[src/sv/ppdc_pkg.sv]
// Package: types, constants and codes for the push/pop discipline checker
`timescale 1ns / 1ps
package ppdc_pkg;
    localparam int DEPTH      = 1024;
    localparam int VALUE_BITS = 16;
    localparam int ADDR_BITS  = $clog2(DEPTH);
    localparam int CNT_BITS   = $clog2(DEPTH + 1);

    localparam logic [2:0] VERDICT_IMPOSSIBLE = 3'd0;
    localparam logic [2:0] VERDICT_STACK      = 3'd1;
    localparam logic [2:0] VERDICT_QUEUE      = 3'd2;
    localparam logic [2:0] VERDICT_PRIORITY   = 3'd3;
    localparam logic [2:0] VERDICT_NOT_SURE   = 3'd4;

    localparam logic ACTION_PUSH = 1'b0;
    localparam logic ACTION_POP  = 1'b1;

    typedef struct packed {
        logic                  action;
        logic [VALUE_BITS-1:0] value;
        logic                  last;
    } in_req_t;

    typedef struct packed {
        logic [2:0] verdict;
        logic       overflow;
    } out_req_t;

    // Controller to datapath
    typedef struct packed {
        logic load;        // capture input request, do stack/queue part
        logic up_start;    // begin sift up
        logic up_step;     // issue read of parent
        logic up_eval;     // compare parent, move or place
        logic dn_start;    // begin sift down (latch last element)
        logic dn_rd;       // issue first child read
        logic dn_rd2;      // issue second child read
        logic dn_eval;     // compare children, move or place
        logic top_rd;      // read heap top
        logic top_chk;     // check heap top against popped value
        logic place;       // write the moving value into the hole
        logic finish;      // form verdict, clear case if last
    } ctl_t;

    // Datapath to controller
    typedef struct packed {
        logic is_pop;
        logic is_last;
        logic full;
        logic empty;
        logic up_done;
        logic dn_done;
        logic need_dn;
    } sts_t;
endpackage

[src/sv/ppdc_ctrl.sv]
// Controller state machine: sequences push, pop, heap sift and verdict
`timescale 1ns / 1ps
module ppdc_ctrl (
    input  logic          clk,
    input  logic          rst_n,
    input  logic          in_fire,
    input  logic          out_busy,
    input  ppdc_pkg::sts_t sts,
    output ppdc_pkg::ctl_t ctl,
    output logic          idle
);
    localparam logic [3:0] S_IDLE   = 4'd0;
    localparam logic [3:0] S_DISP   = 4'd1;
    localparam logic [3:0] S_UPRD   = 4'd2;
    localparam logic [3:0] S_UPWT   = 4'd3;
    localparam logic [3:0] S_UPEV   = 4'd4;
    localparam logic [3:0] S_TOPWT  = 4'd5;
    localparam logic [3:0] S_TOPCK  = 4'd6;
    localparam logic [3:0] S_DNWT   = 4'd7;
    localparam logic [3:0] S_DNRD   = 4'd8;
    localparam logic [3:0] S_DNRD2  = 4'd9;
    localparam logic [3:0] S_DNWT2  = 4'd10;
    localparam logic [3:0] S_DNEV   = 4'd11;
    localparam logic [3:0] S_FIN    = 4'd12;

    logic [3:0] state_reg, state_next;

    always_ff @(posedge clk or negedge rst_n)
    begin
        if (!rst_n)
        begin
            state_reg <= S_IDLE;
        end
        else
        begin
            state_reg <= state_next;
        end
    end

    always_comb
    begin
        ctl        = '0;
        state_next = state_reg;
        idle       = 1'b0;
        case (state_reg)
            S_IDLE:
            begin
                idle = 1'b1;
                if (in_fire)
                begin
                    ctl.load   = 1'b1;
                    state_next = S_DISP;
                end
            end
            S_DISP:
            begin
                if (!sts.is_pop)
                begin
                    if (sts.full)
                    begin
                        state_next = S_FIN;
                    end
                    else
                    begin
                        ctl.up_start = 1'b1;
                        state_next   = S_UPRD;
                    end
                end
                else if (sts.empty)
                begin
                    state_next = S_FIN;
                end
                else
                begin
                    ctl.top_rd = 1'b1;
                    state_next = S_TOPWT;
                end
            end
            S_UPRD:
            begin
                if (sts.up_done)
                begin
                    ctl.place  = 1'b1;
                    state_next = S_FIN;
                end
                else
                begin
                    ctl.up_step = 1'b1;
                    state_next  = S_UPWT;
                end
            end
            S_UPWT:  state_next = S_UPEV;
            S_UPEV:
            begin
                ctl.up_eval = 1'b1;
                state_next  = S_UPRD;
            end
            S_TOPWT: state_next = S_TOPCK;
            S_TOPCK:
            begin
                ctl.top_chk = 1'b1;
                if (sts.need_dn)
                begin
                    state_next = S_DNWT;
                end
                else
                begin
                    state_next = S_FIN;
                end
            end
            S_DNWT:
            begin
                ctl.dn_start = 1'b1;
                state_next   = S_DNRD;
            end
            S_DNRD:
            begin
                if (sts.dn_done)
                begin
                    ctl.place  = 1'b1;
                    state_next = S_FIN;
                end
                else
                begin
                    ctl.dn_rd  = 1'b1;
                    state_next = S_DNRD2;
                end
            end
            S_DNRD2:
            begin
                ctl.dn_rd2 = 1'b1;
                state_next = S_DNWT2;
            end
            S_DNWT2: state_next = S_DNEV;
            S_DNEV:
            begin
                ctl.dn_eval = 1'b1;
                state_next  = S_DNRD;
            end
            S_FIN:
            begin
                if (!sts.is_last || !out_busy)
                begin
                    ctl.finish = 1'b1;
                    state_next = S_IDLE;
                end
            end
            default: state_next = S_IDLE;
        endcase
    end
endmodule

[config.mk]
export PLATFORM = sky130hd
export DESIGN_NAME = ppdc_ctrl
export DESIGN_NICKNAME = d
export VERILOG_FILES = /design/src/sv/ppdc_pkg.sv /design/src/sv/ppdc_ctrl.sv
export SDC_FILE = /design/constraint.sdc
export NUM_CORES = 1
export LEC_CHECK = 0
export ABC_AREA = 1
export BUFFER_PORTS_ARGS = -buffer_cell sky130_fd_sc_hd__clkbuf_2
export CAP_MARGIN = 20
export CORE_AREA = 4 4 41 43
export DETAILED_ROUTE_END_ITERATION = 16
export DIE_AREA = 0 0 45 47
export PLACE_DENSITY = 0.59
export SLEW_MARGIN = 20
export SYNTH_ARGS = -nofsm -noshare
export SYNTH_HDL_FRONTEND = slang
export SYNTH_SLANG_ARGS = --single-unit
[constraint.sdc]
create_clock -name clk -period 1.5 [get_ports clk]
set_input_delay 0.075 -clock clk [delete_from_list [all_inputs] [get_ports clk]]
set_output_delay 0.075 -clock clk [all_outputs]
set_load 0.03 [all_outputs]
# == After elaboration in Yosys (flattened, before gate mapping) ==
# Cells that the tools add are included.
# word_totals
regBits,4
output_inout_bits,13
in_bits,11
word_cells,53
# classes
eq_ne,14
muxes,32
n_reduce_logical,6
# ops
cell,n
case mux 4 bit (12 select lines),1
two-way mux 4 bit,7
two-way mux 1 bit,22
"equality test 4 bit, second input constant",5
"equality test 4 x 3 -> 1 bit, second input constant",4
"equality test 4 x 2 -> 1 bit, second input constant",2
"equality test 4 x 1 -> 1 bit, second input constant",1
logical NOT 4 bit,1
"inequality test 2 bit, second input constant",2
two-way mux 3 bit,1
logical NOT 1 bit,2
case mux 1 bit (2 select lines),1
AND reduction 2 bit,1
OR reduction 2 bit,1
logical OR 1 bit,1

# == Longest topological paths before layout ==
# depth
ltp_word,4
ltp_mapped,6
mapped_depth_nobuf,6

# == Least setup slack after synthesis ==
# No wires, ideal clock.
# synth_timing
path_kind,reg2out
from,reg state_reg[0]
to,out ctl[0] in the netlist's numbering
path_stages_with_launch,4
required_time_ns,1.425
arrival_time_ns,1.603
path_buffers,0
slack_ns,-0.178
cell_sequence,dfrtp_1 nor2_2 inv_1 nor4_1
# synth_rtl
element,line,source
start: declaration,ppdc_ctrl.sv:26,"logic [3:0] state_reg, state_next;"
start signal: assignment,ppdc_ctrl.sv:36,state_reg <= state_next;
end: declaration,ppdc_ctrl.sv:9,"output ppdc_pkg::ctl_t ctl,"

==> results.py <==
metrics = {
    "power": {
        "p_leak_nw": 0.447,
        "vdd_drop_max_mv": 1.07,
        "p_per_area_mw_per_mm2": 1920,
    },
    "drt": {
        "viasPerCell": 4.56,
        "via_count": 561,
        "first_pass_iters": 4,
        "wire_per_inst_um": 9.83,
        "drt_iter0_drc": 16,
        "wl_mm": 1.21,
        "drt.antenna.violating_nets": 0,
        "drc": 0,
    },
    "yosys": {
        "synth_nets": 89,
        "ys_ff_latch": 4,
        "synth_cells": 78,
        "synth.avg_cell_area_sq_um": 5.65,
        "ys_warn_count": 0,
        "synthDistinctLibCells": 16,
        "netlist_area_sq_um": 440,
        "ys_seq_area_frac": 0.227,
    },
    "flow_run": {
        "cap_violations": 0,
    },
    "worst_setup_path": {
        "cp-end-kind": "output port",
        "path_class": "reg -> out",
        "crit_path_max_fanout": 6,
        "r2r_slack_ns": 0.36,
        "cp-start-kind": "flop",
        "cp.required_ns": 1.42,
        "critical_path_arrival_ns": 1.35,
    },
    "floorplanning": {
        "initial_core_util": 0.338,
        "die_h_um": 47,
        "die_w_um": 45,
        "core-area_sq_mm": 0.00130,
        "io_pins": 24,
        "die_area_sq_mm": 0.00212,
        "core.rowCount": 13,
    },
    "clock_tree": {
        "path_clk_slew_ns": 0.04,
        "cts_tree": "done",
        "clockBufferDepth": 2,
        "htree_levels": 1,
        "cts_root_buffer": "clkbuf_4",
        "clkSinkCount": 4,
        "numCtsBuffers": 3,
        "clk_latency_ns": 0.23,
    },
    "timing": {
        "finalMaxSlewViolations": 0,
        "fin_crit_ns": 1.43,
        "tightest_slew_ns": 0.213,
        "max_freq_ghz": 0.699,
        "slew-limit-headroom": 0.858,
        "setup_violations": 0,
        "rsz0062_at_grt": "true",
        "timing.final.hold_violations": 0,
        "setup-tns-final_ns": 0,
        "clock_skew_ns": 0.00573,
        "fin_crit_sh": 0.953,
    },
    "place": {
        "place_inst": 116,
        "place.gp.congestion": 0.829,
        "port-buffer-count": 23,
        "dp_hpwl_um": 975,
    },
    "outcome": {
        "status": "completed",
    },
    "final_layout": {
        "final_net_count": 121,
        "syn_to_final_growth_pct": 53.7,
        "drive_above_1_share": 0.435,
        "diodes": 0,
        "largest_register_ff_count": 4,
        "post_layout_nonfiller_instances": 123,
    },
    "global_routing": {
        "grt_overflow_total": 0,
        "grt_pass1_vias": 475,
        "grt_use_total": 0.127,
        "antenna_found_initial": 0,
        "grt_max_degree": 7,
        "grt_pass1_wl_mm": 1.95,
    },
    "worst_hold_path": {
        "min_path_type": "in -> reg",
    },
}
-- per-layer routing --
metal,track usage,up-vias,wire length [um]
li1,-,302,-
met1,0.172,230,545
met2,0.195,29,551
met3,0.0498,0,112
met4,0.0175,0,0
met5,0,-,0
-- layout by cell type, fill, tap and decap left out, types with 4 or more instances in the layout --
master    instances
nand3_1           7
nor2_4            5
nand2_1          17
clkbuf_2         20
nor2_1            9
dfrtp_2           4
clkbuf_4          4
inv_2             4
inv_1            18
buf_4             4
-- cells in the mapped netlist --
| cell | n | area (sq um) |
|---|---|---|
| nor2_2 | 6 | 37.5 |
| nand3_2 | 1 | 10.0 |
| a21oi_1 | 1 | 5.00 |
| nor3_1 | 1 | 5.00 |
| nor4_1 | 1 | 6.26 |
| nor2_1 | 9 | 33.8 |
| nand3b_1 | 3 | 22.5 |
| o21ai_1 | 1 | 5.00 |
| nand2_1 | 17 | 63.8 |
| inv_2 | 3 | 11.3 |
| o21ai_0 | 1 | 5.00 |
| nand4_1 | 2 | 12.5 |
| nor2_4 | 1 | 11.3 |
| nand3_1 | 8 | 40.0 |
| inv_1 | 19 | 71.3 |
| dfrtp_1 | 4 | 100 |
-- critical path, stage by stage (launching register included) --
cell and delay [ns]:
dfrtp_2 0.45, nor2_4 0.19, buf_4 0.13, nand3_1 0.08, inv_1 0.06, clkbuf_2 0.20
-- cell families after synthesis --
| group | after synthesis | share of synthesized area |
|---|---|---|
| AOI/OAI and AO/OA | 3 | 0.0341 |
| buffers and inverters | 22 | 0.188 |
| DFF | 4 | 0.227 |
| and+or+nand+nor | 49 | 0.551 |
-- stage by stage --
step                utilization  hold WS (ns)  power, mW  setup slack (ns)  area, sq um
floorplan                     -        -0.221      0.821            0.0561          447
global placement          0.446        -0.117       1.01             0.233          581
detailed placement        0.446        -0.116       1.01             0.216          581
CTS                       0.476         0.135       1.17            0.0116          619
global route              0.520         0.176       1.44           -0.0336          677
finish                    0.520         0.143       1.30            0.0702          677
-- report_power, final --
| group | switching (mW) | internal [mW] | total [mW] |
|---|---|---|---|
| Combinational | 0.573 | 0.323 | 0.896 |
| Clock | 0.0420 | 0.0893 | 0.131 |
| Sequential | 0.104 | 0.171 | 0.275 |
-- timing repair --
action,CTS,global route
gates resized for setup,2,16
setup endpoints to repair,1,7
setup buffers,0,3
hold endpoints to repair,4,0
hold buffers,1,0
gates cloned,0,0
pin swaps,0,4
-- final timing paths --
check / to / startpoint / cells past startpoint
max in group asynchronous: state_reg[1]$_DFFE_PN0P_ / rst_n / 2
hold / removal: state_reg[0]$_DFFE_PN0P_ / in_fire / 3
setup / recovery: ctl[3] / state_reg[2]$_DFFE_PN0P_ / 5
min in group asynchronous: state_reg[2]$_DFFE_PN0P_ / rst_n / 2
setup reg to reg: state_reg[2]$_DFFE_PN0P_ / state_reg[2]$_DFFE_PN0P_ / 6
hold reg to reg: state_reg[1]$_DFFE_PN0P_ / state_reg[1]$_DFFE_PN0P_ / 3
-- final cells by class --
cell class              count  area (sq um)
clock buffers               3          22.5
fillers                   139           624
inverters                  22          82.6
multi-input cells          52           289
flip-flops and latches      4           105
well taps                  15          18.8
repair buffers             27           159
Power figures use the tool's default switching activity.
